File: src/bpt_pkg.sv
// Shared types, constants and helper functions for the barometer
// compensation block. No dependencies.
`timescale 1ns / 1ps

package bpt_pkg;

    localparam int FRAC_BITS_DEF = 24;

    localparam int MUL_A_W = 32;
    localparam int MUL_B_W = 55;

    typedef logic signed [57:0] acc_t;
    typedef logic signed [55:0] val_t;

    localparam acc_t ACC_POS = acc_t'({3'b000, {55{1'b1}}});
    localparam acc_t ACC_NEG = -ACC_POS;
    localparam logic [MUL_B_W-1:0] MAG_MAX = {MUL_B_W{1'b1}};

    localparam logic [31:0] Q_MAX = 32'h7FFF_FFFF;
    localparam logic [31:0] Q_MIN = 32'h8000_0000;

    localparam logic [5:0] OVS_RESET = 6'd13;

    localparam logic [2:0] CFG_C0_C1   = 3'd0;
    localparam logic [2:0] CFG_C00     = 3'd1;
    localparam logic [2:0] CFG_C10     = 3'd2;
    localparam logic [2:0] CFG_C01_C11 = 3'd3;
    localparam logic [2:0] CFG_C20     = 3'd4;
    localparam logic [2:0] CFG_C21_C30 = 3'd5;
    localparam logic [2:0] CFG_OVS     = 3'd6;

    localparam logic KIND_TEMP  = 1'b0;
    localparam logic KIND_PRESS = 1'b1;

    typedef enum logic [2:0] {
        ST_IDLE,
        ST_DIV,
        ST_MUL_GO,
        ST_MUL_WAIT,
        ST_DONE
    } state_t;

    typedef enum logic [2:0] {
        SP_T1,
        SP_A,
        SP_B,
        SP_C,
        SP_D,
        SP_E,
        SP_F,
        SP_G
    } step_t;

    typedef struct packed {
        logic               start;
        logic signed [23:0] raw;
        logic [22:0]        k;
    } div_req_t;

    typedef struct packed {
        logic               done;
        logic signed [31:0] quo;
    } div_rsp_t;

    typedef struct packed {
        logic               start;
        logic               frac;
        logic [MUL_A_W-1:0] a_mag;
        logic [MUL_B_W-1:0] b_mag;
    } mul_req_t;

    typedef struct packed {
        logic               done;
        logic [MUL_B_W-1:0] mag;
    } mul_rsp_t;

    function automatic logic [22:0] k_lookup(input logic [2:0] code);
        logic [22:0] k;
        case (code)
            3'd0:    k = 23'd524288;
            3'd1:    k = 23'd1572864;
            3'd2:    k = 23'd3670016;
            3'd3:    k = 23'd7864320;
            3'd4:    k = 23'd253952;
            3'd5:    k = 23'd516096;
            3'd6:    k = 23'd1040384;
            3'd7:    k = 23'd2088960;
            default: k = 23'd524288;
        endcase
        return k;
    endfunction

    function automatic logic [31:0] mag32(input logic signed [31:0] v);
        logic [31:0] m;
        m = v[31] ? (~v + 32'd1) : v;
        return m;
    endfunction

    function automatic logic [MUL_B_W-1:0] mag56(input val_t v);
        logic [55:0] m;
        m = v[55] ? (~v + 56'd1) : v;
        return m[MUL_B_W-1:0];
    endfunction

endpackage

File: src/bpt_div.sv
// Radix-2 restoring divider: scales a raw reading by the oversampling factor,
// rounded half away from zero and saturated to 32 bits. Uses bpt_pkg.
`timescale 1ns / 1ps

module bpt_div #(
    parameter int FRAC_BITS = bpt_pkg::FRAC_BITS_DEF
) (
    input  logic              clk,
    input  logic              rst_n,
    input  bpt_pkg::div_req_t req,
    output bpt_pkg::div_rsp_t rsp
);

    localparam int NW = FRAC_BITS + 24;
    localparam int CW = $clog2(NW + 1);

    logic [NW-1:0] num_reg, num_next;
    logic [22:0]   rem_reg, rem_next;
    logic [22:0]   k_reg, k_next;
    logic          neg_reg, neg_next;
    logic [CW-1:0] cnt_reg, cnt_next;
    logic          busy_reg, busy_next;
    logic          done_reg, done_next;

    logic [23:0]   raw_mag;
    logic [23:0]   trial;
    logic [23:0]   trial_sub;
    logic          fits;
    logic          ovf;
    logic [31:0]   quo_mag;

    always_comb
    begin
        raw_mag   = req.raw[23] ? (~req.raw + 24'd1) : req.raw;
        trial     = {rem_reg, num_reg[NW-1]};
        trial_sub = trial - {1'b0, k_reg};
        fits      = (trial >= {1'b0, k_reg});

        num_next  = num_reg;
        rem_next  = rem_reg;
        k_next    = k_reg;
        neg_next  = neg_reg;
        cnt_next  = cnt_reg;
        busy_next = busy_reg;
        done_next = 1'b0;

        if (req.start)
        begin
            num_next  = {raw_mag, {FRAC_BITS{1'b0}}} + NW'(req.k >> 1);
            rem_next  = '0;
            k_next    = req.k;
            neg_next  = req.raw[23];
            cnt_next  = CW'(NW);
            busy_next = 1'b1;
        end
        else if (busy_reg)
        begin
            num_next = {num_reg[NW-2:0], fits};
            rem_next = fits ? trial_sub[22:0] : trial[22:0];
            cnt_next = cnt_reg - CW'(1);
            if (cnt_reg == CW'(1))
            begin
                busy_next = 1'b0;
                done_next = 1'b1;
            end
        end
    end

    // quotient sits in num_reg once the last bit is shifted in
    always_comb
    begin
        ovf     = |num_reg[NW-1:31];
        quo_mag = num_reg[31:0];
        if (ovf)
            rsp.quo = neg_reg ? bpt_pkg::Q_MIN : bpt_pkg::Q_MAX;
        else
            rsp.quo = neg_reg ? (~quo_mag + 32'd1) : quo_mag;
        rsp.done = done_reg;
    end

    always_ff @(posedge clk or negedge rst_n)
    begin
        if (!rst_n)
        begin
            cnt_reg  <= '0;
            busy_reg <= 1'b0;
            done_reg <= 1'b0;
        end
        else
        begin
            cnt_reg  <= cnt_next;
            busy_reg <= busy_next;
            done_reg <= done_next;
        end
    end

    always_ff @(posedge clk)
    begin
        num_reg <= num_next;
        rem_reg <= rem_next;
        k_reg   <= k_next;
        neg_reg <= neg_next;
    end

endmodule

File: src/bpt_mul.sv
// Shift-add magnitude multiplier, one multiplier bit per cycle, with optional
// rounding of the product to FRAC_BITS fraction bits. Uses bpt_pkg.
`timescale 1ns / 1ps

module bpt_mul #(
    parameter int FRAC_BITS = bpt_pkg::FRAC_BITS_DEF
) (
    input  logic              clk,
    input  logic              rst_n,
    input  bpt_pkg::mul_req_t req,
    output bpt_pkg::mul_rsp_t rsp
);

    localparam int AW = bpt_pkg::MUL_A_W;
    localparam int BW = bpt_pkg::MUL_B_W;
    localparam int PW = AW + BW;
    localparam int CW = $clog2(AW + 1);
    localparam int W1 = PW + 1 - FRAC_BITS;

    logic [PW-1:0] p_reg, p_next;
    logic [BW-1:0] b_reg, b_next;
    logic          frac_reg, frac_next;
    logic [CW-1:0] cnt_reg, cnt_next;
    logic          busy_reg, busy_next;
    logic          done_reg, done_next;

    logic [BW:0]   sum;
    logic [W1:0]   rnd;
    logic [W1-1:0] rval;

    always_comb
    begin
        sum       = {1'b0, p_reg[PW-1:AW]} + {1'b0, b_reg};
        p_next    = p_reg;
        b_next    = b_reg;
        frac_next = frac_reg;
        cnt_next  = cnt_reg;
        busy_next = busy_reg;
        done_next = 1'b0;

        if (req.start)
        begin
            p_next    = {{BW{1'b0}}, req.a_mag};
            b_next    = req.b_mag;
            frac_next = req.frac;
            cnt_next  = CW'(AW);
            busy_next = 1'b1;
        end
        else if (busy_reg)
        begin
            p_next   = p_reg[0] ? {sum, p_reg[AW-1:1]} : {1'b0, p_reg[PW-1:1]};
            cnt_next = cnt_reg - CW'(1);
            if (cnt_reg == CW'(1))
            begin
                busy_next = 1'b0;
                done_next = 1'b1;
            end
        end
    end

    always_comb
    begin
        rnd  = {1'b0, p_reg[PW-1:FRAC_BITS-1]} + (W1 + 1)'(1);
        rval = rnd[W1:1];
        if (frac_reg)
            rsp.mag = (|rval[W1-1:BW]) ? bpt_pkg::MAG_MAX : rval[BW-1:0];
        else
            rsp.mag = p_reg[BW-1:0];
        rsp.done = done_reg;
    end

    always_ff @(posedge clk or negedge rst_n)
    begin
        if (!rst_n)
        begin
            cnt_reg  <= '0;
            busy_reg <= 1'b0;
            done_reg <= 1'b0;
        end
        else
        begin
            cnt_reg  <= cnt_next;
            busy_reg <= busy_next;
            done_reg <= done_next;
        end
    end

    always_ff @(posedge clk)
    begin
        p_reg    <= p_next;
        b_reg    <= b_next;
        frac_reg <= frac_next;
    end

endmodule

File: src/baro_pressure_temp_compensation.sv
// Top level: calibration registers, sequencer and output register of the
// barometer compensation block. Uses bpt_pkg, bpt_div and bpt_mul.
`timescale 1ns / 1ps

// One word in, one word out. The word is accepted in the idle state. The raw
// value goes through a radix-2 divider, one quotient bit per cycle over
// FRAC_BITS + 24 bits. Then one (temperature) or seven (pressure) products
// go in turn through a single shared multiplier. The done state loads the
// output register, and a stalled output register holds the block in that
// state. Words are taken one at a time; the next word is accepted while a
// finished result still waits in the output register. The stored scaled
// temperature resets to zero and is used by every pressure word.

module baro_pressure_temp_compensation #(
    parameter int FRAC_BITS = bpt_pkg::FRAC_BITS_DEF
) (
    input  logic               clk,
    input  logic               rst_n,

    input  logic               req_valid,
    output logic               req_stall,
    input  logic               req_type,
    input  logic signed [23:0] raw_value,

    output logic               res_valid,
    input  logic               res_stall,
    output logic               result_kind,
    output logic signed [31:0] value,

    input  logic               cfg_valid,
    output logic               cfg_ready,
    input  logic [2:0]         cfg_index,
    input  logic [31:0]        cfg_data
);

    localparam int QS = FRAC_BITS - 8;
    localparam int QW = 56 - QS;

    bpt_pkg::state_t state_reg, state_next;
    bpt_pkg::step_t  step_reg;

    logic [23:0] cal_c0_c1_reg;
    logic [19:0] cal_c00_reg;
    logic [19:0] cal_c10_reg;
    logic [31:0] cal_c01_c11_reg;
    logic [15:0] cal_c20_reg;
    logic [31:0] cal_c21_c30_reg;
    logic [5:0]  ovs_reg;

    logic signed [31:0] tsc_reg;
    logic signed [31:0] psc_reg;
    bpt_pkg::val_t      x_reg;
    bpt_pkg::val_t      y_reg;
    bpt_pkg::val_t      res_reg;
    bpt_pkg::acc_t      acc_reg;
    logic               kind_reg;
    logic               neg_reg;

    logic               res_valid_reg;
    logic               result_kind_reg;
    logic signed [31:0] value_reg;

    logic signed [11:0] c0, c1;
    logic signed [19:0] c00, c10;
    logic signed [15:0] c01, c11, c20, c21, c30;

    bpt_pkg::div_req_t div_req;
    bpt_pkg::div_rsp_t div_rsp;
    bpt_pkg::mul_req_t mul_req;
    bpt_pkg::mul_rsp_t mul_rsp;

    logic signed [31:0] a_sel;
    bpt_pkg::val_t      b_sel;
    logic               frac_sel;

    bpt_pkg::acc_t base;
    bpt_pkg::acc_t addend;
    bpt_pkg::acc_t prod_ext;
    bpt_pkg::acc_t prod_s;
    bpt_pkg::acc_t sum;
    bpt_pkg::val_t sat_sum;
    logic          last_step;

    logic          accept;
    logic          div_start;
    logic          mul_start;
    logic          out_load;

    logic [54:0]   q_vm;
    logic [QW:0]   q_rnd;
    logic [QW-1:0] q_m;
    logic [31:0]   q8;

    assign c0  = cal_c0_c1_reg[23:12];
    assign c1  = cal_c0_c1_reg[11:0];
    assign c00 = cal_c00_reg;
    assign c10 = cal_c10_reg;
    assign c01 = cal_c01_c11_reg[31:16];
    assign c11 = cal_c01_c11_reg[15:0];
    assign c20 = cal_c20_reg;
    assign c21 = cal_c21_c30_reg[31:16];
    assign c30 = cal_c21_c30_reg[15:0];

    assign cfg_ready = 1'b1;

    // ---- configuration ----
    always_ff @(posedge clk or negedge rst_n)
    begin
        if (!rst_n)
        begin
            cal_c0_c1_reg   <= '0;
            cal_c00_reg     <= '0;
            cal_c10_reg     <= '0;
            cal_c01_c11_reg <= '0;
            cal_c20_reg     <= '0;
            cal_c21_c30_reg <= '0;
            ovs_reg         <= bpt_pkg::OVS_RESET;
        end
        else if (cfg_valid && cfg_ready)
        begin
            case (cfg_index)
                bpt_pkg::CFG_C0_C1:   cal_c0_c1_reg   <= cfg_data[23:0];
                bpt_pkg::CFG_C00:     cal_c00_reg     <= cfg_data[19:0];
                bpt_pkg::CFG_C10:     cal_c10_reg     <= cfg_data[19:0];
                bpt_pkg::CFG_C01_C11: cal_c01_c11_reg <= cfg_data;
                bpt_pkg::CFG_C20:     cal_c20_reg     <= cfg_data[15:0];
                bpt_pkg::CFG_C21_C30: cal_c21_c30_reg <= cfg_data;
                bpt_pkg::CFG_OVS:     ovs_reg         <= cfg_data[5:0];
                default: ;
            endcase
        end
    end

    // ---- arithmetic units ----
    assign div_req.start = div_start;
    assign div_req.raw   = raw_value;
    assign div_req.k     = req_type ? bpt_pkg::k_lookup(ovs_reg[2:0])
                                    : bpt_pkg::k_lookup(ovs_reg[5:3]);

    bpt_div #(
        .FRAC_BITS (FRAC_BITS)
    ) u_div (
        .clk   (clk),
        .rst_n (rst_n),
        .req   (div_req),
        .rsp   (div_rsp)
    );

    always_comb
    begin
        case (step_reg)
            bpt_pkg::SP_T1:
            begin
                a_sel = tsc_reg; b_sel = bpt_pkg::val_t'(c1);  frac_sel = 1'b0;
            end
            bpt_pkg::SP_A:
            begin
                a_sel = psc_reg; b_sel = bpt_pkg::val_t'(c30); frac_sel = 1'b0;
            end
            bpt_pkg::SP_B:
            begin
                a_sel = psc_reg; b_sel = x_reg;                frac_sel = 1'b1;
            end
            bpt_pkg::SP_C:
            begin
                a_sel = psc_reg; b_sel = bpt_pkg::val_t'(c21); frac_sel = 1'b0;
            end
            bpt_pkg::SP_D:
            begin
                a_sel = tsc_reg; b_sel = x_reg;                frac_sel = 1'b1;
            end
            bpt_pkg::SP_E:
            begin
                a_sel = psc_reg; b_sel = x_reg;                frac_sel = 1'b1;
            end
            bpt_pkg::SP_F:
            begin
                a_sel = psc_reg; b_sel = y_reg;                frac_sel = 1'b1;
            end
            bpt_pkg::SP_G:
            begin
                a_sel = tsc_reg; b_sel = bpt_pkg::val_t'(c01); frac_sel = 1'b0;
            end
            default:
            begin
                a_sel = tsc_reg; b_sel = '0;                   frac_sel = 1'b0;
            end
        endcase
    end

    assign mul_req.start = mul_start;
    assign mul_req.frac  = frac_sel;
    assign mul_req.a_mag = bpt_pkg::mag32(a_sel);
    assign mul_req.b_mag = bpt_pkg::mag56(b_sel);

    bpt_mul #(
        .FRAC_BITS (FRAC_BITS)
    ) u_mul (
        .clk   (clk),
        .rst_n (rst_n),
        .req   (mul_req),
        .rsp   (mul_rsp)
    );

    // ---- term accumulation ----
    always_comb
    begin
        case (step_reg)
            bpt_pkg::SP_T1: base = bpt_pkg::acc_t'(c0)  <<< (FRAC_BITS - 1);
            bpt_pkg::SP_A:  base = bpt_pkg::acc_t'(c20) <<< FRAC_BITS;
            bpt_pkg::SP_B:  base = bpt_pkg::acc_t'(c10) <<< FRAC_BITS;
            bpt_pkg::SP_C:  base = bpt_pkg::acc_t'(c11) <<< FRAC_BITS;
            bpt_pkg::SP_G:  base = bpt_pkg::acc_t'(c00) <<< FRAC_BITS;
            default:        base = '0;
        endcase

        if (step_reg == bpt_pkg::SP_F || step_reg == bpt_pkg::SP_G)
            addend = acc_reg;
        else
            addend = '0;

        prod_ext = bpt_pkg::acc_t'({3'b000, mul_rsp.mag});
        prod_s   = neg_reg ? -prod_ext : prod_ext;
        sum      = base + addend + prod_s;

        if (sum > bpt_pkg::ACC_POS)
            sat_sum = bpt_pkg::ACC_POS[55:0];
        else if (sum < bpt_pkg::ACC_NEG)
            sat_sum = bpt_pkg::ACC_NEG[55:0];
        else
            sat_sum = sum[55:0];

        last_step = (step_reg == bpt_pkg::SP_T1) || (step_reg == bpt_pkg::SP_G);
    end

    // ---- Q23.8 rounding of the final sum ----
    always_comb
    begin
        q_vm  = bpt_pkg::mag56(res_reg);
        q_rnd = {1'b0, q_vm[54:QS-1]} + (QW + 1)'(1);
        q_m   = q_rnd[QW:1];
        if (|q_m[QW-1:31])
            q8 = res_reg[55] ? bpt_pkg::Q_MIN : bpt_pkg::Q_MAX;
        else
            q8 = res_reg[55] ? (~q_m[31:0] + 32'd1) : q_m[31:0];
    end

    // ---- sequencer ----
    always_comb
    begin
        state_next = state_reg;
        case (state_reg)
            bpt_pkg::ST_IDLE:
                if (req_valid)
                    state_next = bpt_pkg::ST_DIV;
            bpt_pkg::ST_DIV:
                if (div_rsp.done)
                    state_next = bpt_pkg::ST_MUL_GO;
            bpt_pkg::ST_MUL_GO:
                state_next = bpt_pkg::ST_MUL_WAIT;
            bpt_pkg::ST_MUL_WAIT:
                if (mul_rsp.done)
                    state_next = last_step ? bpt_pkg::ST_DONE : bpt_pkg::ST_MUL_GO;
            bpt_pkg::ST_DONE:
                if (!res_valid_reg || !res_stall)
                    state_next = bpt_pkg::ST_IDLE;
            default:
                state_next = bpt_pkg::ST_IDLE;
        endcase
    end

    always_comb
    begin
        req_stall = 1'b1;
        div_start = 1'b0;
        mul_start = 1'b0;
        out_load  = 1'b0;
        case (state_reg)
            bpt_pkg::ST_IDLE:
            begin
                req_stall = 1'b0;
                div_start = req_valid;
            end
            bpt_pkg::ST_MUL_GO:
                mul_start = 1'b1;
            bpt_pkg::ST_DONE:
                out_load = !res_valid_reg || !res_stall;
            default: ;
        endcase
    end

    assign accept = req_valid && !req_stall;

    always_ff @(posedge clk or negedge rst_n)
    begin
        if (!rst_n)
        begin
            state_reg     <= bpt_pkg::ST_IDLE;
            step_reg      <= bpt_pkg::SP_T1;
            tsc_reg       <= '0;
            res_valid_reg <= 1'b0;
        end
        else
        begin
            state_reg <= state_next;

            if (div_rsp.done)
            begin
                step_reg <= (kind_reg == bpt_pkg::KIND_PRESS) ? bpt_pkg::SP_A
                                                              : bpt_pkg::SP_T1;
                if (kind_reg == bpt_pkg::KIND_TEMP)
                    tsc_reg <= div_rsp.quo;
            end
            else if (mul_rsp.done)
            begin
                case (step_reg)
                    bpt_pkg::SP_A: step_reg <= bpt_pkg::SP_B;
                    bpt_pkg::SP_B: step_reg <= bpt_pkg::SP_C;
                    bpt_pkg::SP_C: step_reg <= bpt_pkg::SP_D;
                    bpt_pkg::SP_D: step_reg <= bpt_pkg::SP_E;
                    bpt_pkg::SP_E: step_reg <= bpt_pkg::SP_F;
                    bpt_pkg::SP_F: step_reg <= bpt_pkg::SP_G;
                    default:       step_reg <= step_reg;
                endcase
            end

            if (out_load)
                res_valid_reg <= 1'b1;
            else if (!res_stall)
                res_valid_reg <= 1'b0;
        end
    end

    always_ff @(posedge clk)
    begin
        if (accept)
            kind_reg <= req_type;

        if (div_rsp.done && kind_reg == bpt_pkg::KIND_PRESS)
            psc_reg <= div_rsp.quo;

        if (mul_start)
            neg_reg <= a_sel[31] ^ b_sel[55];

        if (mul_rsp.done)
        begin
            case (step_reg)
                bpt_pkg::SP_T1: res_reg <= sat_sum;
                bpt_pkg::SP_A:  x_reg   <= sat_sum;
                bpt_pkg::SP_B:  y_reg   <= sat_sum;
                bpt_pkg::SP_C:  x_reg   <= sat_sum;
                bpt_pkg::SP_D:  x_reg   <= sat_sum;
                bpt_pkg::SP_E:  acc_reg <= sum;
                bpt_pkg::SP_F:  acc_reg <= sum;
                bpt_pkg::SP_G:  res_reg <= sat_sum;
                default: ;
            endcase
        end

        if (out_load)
        begin
            result_kind_reg <= kind_reg;
            value_reg       <= q8;
        end
    end

    assign res_valid   = res_valid_reg;
    assign result_kind = result_kind_reg;
    assign value       = value_reg;

    // ---- assertions ----
    a_div_done_state: assert property (@(posedge clk) disable iff (!rst_n)
        div_rsp.done |-> state_reg == bpt_pkg::ST_DIV)
        else $error("divider finished outside the divide state");

    a_mul_done_state: assert property (@(posedge clk) disable iff (!rst_n)
        mul_rsp.done |-> state_reg == bpt_pkg::ST_MUL_WAIT)
        else $error("multiplier finished outside the wait state");

    a_res_from_done: assert property (@(posedge clk) disable iff (!rst_n)
        $rose(res_valid) |-> $past(state_reg) == bpt_pkg::ST_DONE)
        else $error("result word raised without a finished item");

    a_tsc_update: assert property (@(posedge clk) disable iff (!rst_n)
        !$stable(tsc_reg) |-> $past(div_rsp.done) && $past(kind_reg) == bpt_pkg::KIND_TEMP)
        else $error("stored temperature changed outside a temperature word");

endmodule

File: config.mk
export PLATFORM = sky130hd
export DESIGN_NAME = baro_pressure_temp_compensation
export DESIGN_NICKNAME = d
export VERILOG_FILES = /design/src/bpt_pkg.sv /design/src/bpt_div.sv /design/src/bpt_mul.sv /design/src/baro_pressure_temp_compensation.sv
export SDC_FILE = /design/constraint.sdc
export NUM_CORES = 2
export LEC_CHECK = 0
export BUFFER_PORTS_ARGS = -buffer_cell sky130_fd_sc_hd__buf_2
export CORE_MARGIN = 2
export CORE_UTILIZATION = 40
export CTS_BUF_LIST = sky130_fd_sc_hd__clkbuf_8
export CTS_CLUSTER_DIAMETER = 200
export DETAILED_ROUTE_END_ITERATION = 8
export PLACE_DENSITY = 0.57
export SLEW_MARGIN = 15
export SYNTH_ARGS = -nofsm -noshare
export SYNTH_HDL_FRONTEND = slang
export SYNTH_SLANG_ARGS = --single-unit
File: constraint.sdc
create_clock -name clk -period 8.1 [get_ports clk]
set_input_delay 2.43 -clock clk [delete_from_list [all_inputs] [get_ports clk]]
set_output_delay 2.43 -clock clk [all_outputs]
set_load 0.01 [all_outputs]
Yosys cells after proc, flatten, opt, wreduce, memory -nomap -nowiden
Memory sizes are Yosys's and may differ from the RTL's.
Cells that the tools add are included.
{"block": "totals", "in_bits": 65, "regBits": 736, "mem_count": 2, "romBits": 160, "word_cells": 185}
{"name": "(name not given)", "depth": 8, "word_bits": 10, "read_ports": 1, "rd_ports_with_merged_regs": 0, "wr": 0, "line": "bpt_pkg.sv:79", "text": "case (code)"}
{"name": "(name not given)", "depth": 8, "word_bits": 10, "read_ports": 1, "rd_ports_with_merged_regs": 0, "wr": 0, "line": "bpt_pkg.sv:79"}
{"block": "classes", "magnitude_cmp": 3, "n_reduce_logical": 39, "n_addsub": 16, "n_mux": 59, "n_bitwise": 8, "eq_ne": 24}
{"operator": "56-bit one-hot mux with 6 select lines", "n": 1}
{"operator": "58-bit one-hot mux with 5 select lines", "n": 1}
{"operator": "32-bit 2-to-1 mux", "n": 9}
{"operator": "55-bit 2-to-1 mux", "n": 4}
{"operator": "58-bit adder", "n": 2}
{"operator": "58-bit 2-to-1 mux", "n": 2}
{"operator": "56-bit 2-to-1 mux", "n": 2}
{"operator": "55-bit by 1-bit adder with 55-bit output, second input constant", "n": 2}
{"operator": "55-bit inverter", "n": 2}
{"operator": "32-bit by 1-bit adder with 32-bit output, second input constant", "n": 3}
{"operator": "48-bit 2-to-1 mux", "n": 2}
{"operator": "32-bit inverter", "n": 3}
{"operator": "87-bit 2-to-1 mux", "n": 1}
{"operator": "64-bit by 1-bit adder with 65-bit output, second input constant", "n": 1}
{"operator": "32-bit one-hot mux with 2 select lines", "n": 1}
{"operator": "58-bit by 56-bit > comparator with 1-bit output, second input constant", "n": 1}
{"operator": "58-bit by 56-bit less-than comparator with 1-bit output, second input constant", "n": 1}
{"operator": "55-bit negation with 58-bit output", "n": 1}
{"operator": "55-bit by 55-bit adder with 56-bit output", "n": 1}
{"operator": "48-bit by 22-bit adder with 48-bit output", "n": 1}
{"operator": "23-bit 2-to-1 mux", "n": 2}
{"operator": "40-bit by 1-bit adder with 41-bit output, second input constant", "n": 1}
{"operator": "2-bit AND reduction", "n": 13}
{"operator": "24-bit by 1-bit adder with 24-bit output, second input constant", "n": 1}
{"operator": "32 further kinds", "n": 91}

Longest topological paths before layout
{"block": "depth", "depth_word": 10, "ltp_mapped": 39, "depth_no_buf": 30}

Cells and area by module
A second synthesis with hierarchy kept.
{"block": "unflattened", "hier_cells": 5200, "hier_area_um2": 49907.9}
{"mod": "baro_pressure_temp_compensation", "instances": 1, "area_each_um2": 32087.0, "cells_each": 3234, "seq_area_each_um2": 13531.7}
{"mod": "bpt_mul", "instances": 1, "area_each_um2": 11039.3, "cells_each": 1226, "seq_area_each_um2": 3943.8}
{"mod": "bpt_div", "instances": 1, "area_each_um2": 6781.5, "cells_each": 740, "seq_area_each_um2": 2822.7}

Least setup slack after synthesis
No wires, ideal clock.
{"block": "synth_timing", "path_type": "reg2reg", "start": "reg u_mul.p_reg[23]", "end": "reg res_reg[41] (data pin)", "path_stages_with_launch": 39, "setup_ns": 0.274, "slack_ns": -0.738, "arrival_ns": 8.564, "cell_sequence": "edfxtp_1 > ha_1 > inv_1 > or4_1 > clkbuf_1 > or4b_1 > buf_2 > nor3_2 > o211ai_2 > nor4_4 > buf_2 > clkbuf_1 > buf_1 > a31o_2 > ha_1 > and2_1 > nand4_1 > or4_1 > (+3 left out) > fa_1 > inv_1 > ha_1 > clkbuf_1 > nand3_1 > o221ai_1 > a21oi_1 > nor4_1 > a21oi_1 > o31a_1 > nor4b_1 > or3_1 > nor2_1 > and4_1 > nand4_1 > a21oi_2 > clkbuf_1 > o21ai_1"}
{"block": "synth_between", "elab_chain_cells": 10}
{"item": "start, declared", "line": "bpt_mul.sv:20", "text": "logic [PW-1:0] p_reg, p_next;"}
{"item": "start signal, assigned", "line": "bpt_mul.sv:90", "text": "p_reg <= p_next;"}
{"item": "64-bit by 1-bit adder with 65-bit output", "line": "bpt_mul.sv:63", "text": "rnd = {1'b0, p_reg[PW-1:FRAC_BITS-1]} + (W1 + 1)'(1);"}
{"item": "9-bit OR reduction", "line": "bpt_mul.sv:66", "text": "rsp.mag = (|rval[W1-1:BW]) ? bpt_pkg::MAG_MAX : rval[BW-1:0];"}
{"item": "55-bit 2-to-1 mux", "line": "bpt_mul.sv:66"}
{"item": "55-bit 2-to-1 mux (*)", "line": "bpt_mul.sv:65", "text": "if (frac_reg)"}
{"item": "55-bit negation with 58-bit output", "line": "baro_pressure_temp_compensation.sv:223", "text": "prod_s = neg_reg ? -prod_ext : prod_ext;"}
{"item": "58-bit 2-to-1 mux (*)", "line": "baro_pressure_temp_compensation.sv:223"}
{"item": "58-bit adder (*)", "line": "baro_pressure_temp_compensation.sv:224", "text": "sum = base + addend + prod_s;"}
{"item": "via sum[50]", "line": "baro_pressure_temp_compensation.sv:80", "text": "bpt_pkg::acc_t sum;"}
{"item": "58-bit by 56-bit less-than comparator with 1-bit output", "line": "baro_pressure_temp_compensation.sv:228", "text": "else if (sum < bpt_pkg::ACC_NEG)"}
{"item": "56-bit 2-to-1 mux", "line": "baro_pressure_temp_compensation.sv:228"}
{"item": "56-bit 2-to-1 mux (*)", "line": "baro_pressure_temp_compensation.sv:226", "text": "if (sum > bpt_pkg::ACC_POS)"}
{"item": "via sat_sum[41]", "line": "baro_pressure_temp_compensation.sv:81", "text": "bpt_pkg::val_t sat_sum;"}
{"item": "end signal, assigned", "line": "baro_pressure_temp_compensation.sv:348", "text": "bpt_pkg::SP_T1: res_reg <= sat_sum;"}
{"item": "end signal, assigned", "line": "baro_pressure_temp_compensation.sv:355", "text": "bpt_pkg::SP_G: res_reg <= sat_sum;"}
{"item": "end, declared", "line": "baro_pressure_temp_compensation.sv:54", "text": "bpt_pkg::val_t res_reg;"}
Mark *: on every way through the listed nets, which the timed path passes. The rest lies on a longest branch.
A chain may end at the register's enable or synchronous reset.

Worst setup path in the final report
{"block": "layout_timing", "start": "reg u_mul.p_reg[23]", "end": "reg x_reg[0] (data pin)"}
{"block": "layout_between", "elab_chain_cells": 10}
{"item": "64-bit by 1-bit adder with 65-bit output", "line": "bpt_mul.sv:63"}
{"item": "9-bit OR reduction", "line": "bpt_mul.sv:66"}
{"item": "55-bit 2-to-1 mux", "line": "bpt_mul.sv:66"}
{"item": "55-bit 2-to-1 mux (*)", "line": "bpt_mul.sv:65"}
{"item": "55-bit negation with 58-bit output", "line": "baro_pressure_temp_compensation.sv:223"}
{"item": "58-bit 2-to-1 mux (*)", "line": "baro_pressure_temp_compensation.sv:223"}
{"item": "58-bit adder (*)", "line": "baro_pressure_temp_compensation.sv:224"}
{"item": "58-bit by 56-bit less-than comparator with 1-bit output", "line": "baro_pressure_temp_compensation.sv:228"}
{"item": "56-bit 2-to-1 mux", "line": "baro_pressure_temp_compensation.sv:228"}
{"item": "56-bit 2-to-1 mux (*)", "line": "baro_pressure_temp_compensation.sv:226"}
{"item": "via sat_sum[0]", "line": "baro_pressure_temp_compensation.sv:81"}
{"item": "end signal, assigned", "line": "baro_pressure_temp_compensation.sv:349", "text": "bpt_pkg::SP_A: x_reg <= sat_sum;"}
{"item": "end signal, assigned", "line": "baro_pressure_temp_compensation.sv:351", "text": "bpt_pkg::SP_C: x_reg <= sat_sum;"}
{"item": "end signal, assigned", "line": "baro_pressure_temp_compensation.sv:352", "text": "bpt_pkg::SP_D: x_reg <= sat_sum;"}
{"item": "end, declared", "line": "baro_pressure_temp_compensation.sv:52", "text": "bpt_pkg::val_t x_reg;"}
Marked as above.

==> metrics.txt <==
Overflow after GRT 0; IO Count 101; share of post-route cells with drive strength above 1 0.239; Critical Path RT 8600 ps; multiplexer share of the synthesized area 0.0842; xor and xnor area share after synthesis 0.0751; Synth area leaders edfxtp_1 (28%), dfrtp_1 (11%), mux2_2 (5.0%), xnor2_1 (4.2%), ha_1 (4.2%); RR Endpoint x_reg[0]$_DFFE_PP_; initial core utilization 0.403; Area after DPL 0.0524 mm^2; Tot Pwr 19800 uW; Setup WS post-layout -237 ps; synthesized instance count 4813; drt via density 5.68; Fillers 10900; Final Non-Filler Cells 6951; Sequential Power Share 0.284; via count 39500; Int Power 11800 uW; worst hold path type reg2reg; main flop type after synthesis edfxtp_1; CTS max path bufs 3; H-tree levels 4; Worst VDD drop 0.236 mV; number of buffers created by CTS 133; worst-path maximum fanout 6; power per cell area 350 mW/mm^2; Lkg Pwr 0.0231 uW; count leader, synth edfxtp_1; vias in the first global route 37800; final hold vios 0; P_sw 8050 uW; starting DRC count in detailed routing 3017; CP max stage cell or4_4; residual DRC count 0; root buf cell clkbuf_8; main combinational cell family by area after synthesis compound AO/OA/AOI/OAI gates; initial antenna violation count 3; EDFF count, synth 436; clock-pin transition on the worst setup and hold timing paths 60 ps; largest net degree at the start of global routing 166; DP Wirelength 110000 um; Startpoint Class flip-flop; Sw Ratio 0.406; placed cells 6669; Die Y 346 um; Clk network pwr share 0.173; post-route ant nets 0; flops & latches, synth 719; FMAX 120 MHz; Reg area 0.0198 mm^2; Total GRT Usage 0.245; slew margin rel. 0.216; RR Startpoint u_mul.p_reg[23]$_DFFE_PP_; crit-path leading delay family compound AO/OA/AOI/OAI gates; GP Congestion 0.953; first-pass GRT wire length 228000 um; Post-Syn Nets 5071; Yosys top cell area share 0.279; Pins Over Slew Limit 0; CP startpoint u_mul.p_reg[23]$_DFFE_PP_; Compound-Gate Fraction of Synth Area 0.169; CTS tree built; CTS Hold Buffers Added 0; design area 0.0567 mm^2; YS warnings 0; Synth top cells by count edfxtp_1 (436), nand2_1 (364), nor2_1 (354); Synth Cell Area 0.0469 mm^2; Hold EP result_kind$_DFFE_PP_; delay of the slowest critical-path stage 580 ps; R2R depth 37; Post-Synth Adder-Cell Area 0.0577; min-delay src kind_reg$_DFFE_PP_; Hold Crit Depth 0; number of max-cap violations 0; # rows 125; Netlist cell types 98; worst slew pin tran 1150 ps; core footprint 0.116 mm^2; R2R setup slack -240 ps; Final setup viols 165; Setup crit end kind flip-flop; fin nets 5578; status finished with violations; unrepaired setup endpoints after global routing true; Setup CP Type reg2reg; clock skew 61.7 ps; first-pass iteration count of the detailed router 5; CP bufs+invs 13; share of synthesized registers carrying an async set or reset 0.285; area growth from synthesis to layout 21.0%; max reg flops 87; Worst-Skew Late Latency 850 ps; # port buffers 99; die width 346 um; Final min period 8340 ps; CTS Sinks 719; failing checks setup timing; Multi-input gate area 0.0264 mm^2; CP most frequent cell buf_4; register area share after synthesis 0.422; crit share post-route 1.03; setup TNS -24820 ps; Combinational Power Share 0.544; die area 0.120 mm^2; Mean Syn Cell Area 9.74 um^2; WL per Instance 21.7 um; WP data arrival 8830 ps; cell accounting for the most synthesized area edfxtp_1; drt total wl 150000 um; simple-gate share of the synthesized area 0.151
## kinds of logic after synthesis
| kind of cell | after synthesis |
|---|---|
| mux | 362 |
| flops | 719 |
| buf+inv | 491 |
| fa+ha+maj | 194 |
| xor+xnor | 401 |
| compound gates | 1234 |
| other cells | 1 |
| simple gates | 1411 |
## worst max path at each step
stage,slack (ps),end,cells after the start
floorplan,4,res_reg[22]$_DFFE_PP_,39
global placement,-450,x_reg[29]$_DFFE_PP_,36
detailed placement,-560,x_reg[29]$_DFFE_PP_,33
CTS,-260,y_reg[48]$_DFFE_PP_,34
global route,-580,y_reg[3]$_DFFE_PP_,31
finish,-240,x_reg[0]$_DFFE_PP_,37
## repair_timing
item                                    CTS  global route
buffers inserted                         26            12
endpoints found under the setup margin  169           169
resized for setup                       157           104
pin swaps                                34            26
cloned                                   10             2
## worst reg2reg max path: cells and delay by family (launching register included)
| family | cells | cell delay (ps) |
|---|---|---|
| compound gates | 11 | 2330 |
| flops | 1 | 350 |
| xor+xnor | 3 | 520 |
| simple gates | 7 | 2070 |
| buf+inv | 13 | 1780 |
| fa+ha+maj | 3 | 960 |
## layout by cell type, fill, tap and decap left out, drive strengths merged, types with 149 or more instances in the layout
cell type / synthesis / layout
a21oi: 316 / 316
buf: 72 / 659
dfrtp: 202 / 202
edfxtp: 436 / 436
ha: 156 / 156
inv: 200 / 250
mux2: 208 / 208
mux2i: 149 / 149
nand2: 364 / 364
nor2: 354 / 354
o21ai: 333 / 333
xnor2: 225 / 225
xor2: 176 / 176
## final cells by class
class,instances,share of cell area
Tap cell,1524,0.0336
Multi-Input combinational cell,3603,0.466
Antenna cell,3,0.000132
Inverter,203,0.0135
Sequential cell,719,0.349
Clock buffer,147,0.0357
Timing Repair Buffer,660,0.0918
Clock inverter,92,0.00960
## per-layer routing
layer  vias up  GRT usage  wire length [um]
li1      18700          -                 -
met3       223     0.0368              8390
met1     19300      0.333             67200
met4         0     0.0770              4300
met2      1170      0.400             70600
met5         -          0                 0
## through the flow
step	hold slack, ps	utilization	setup WS (ps)
2_1_floorplan	432	-	3.96
3_3_place_gp	438	0.451	-454
3_5_place_dp	465	0.451	-564
4_1_cts	463	0.483	-259
5_1_grt	491	0.488	-575
6_report	468	0.488	-237
## power by group through the flow
stage	Combinational (uW)	Clock (uW)	Sequential, uW
floorplan	5340	0	5570
global placement	8660	0	5680
detailed placement	8750	0	5690
CTS	10100	3510	5620
global route	11600	3680	5710
finish	10800	3420	5630
Power figures use the tool's default switching activity.
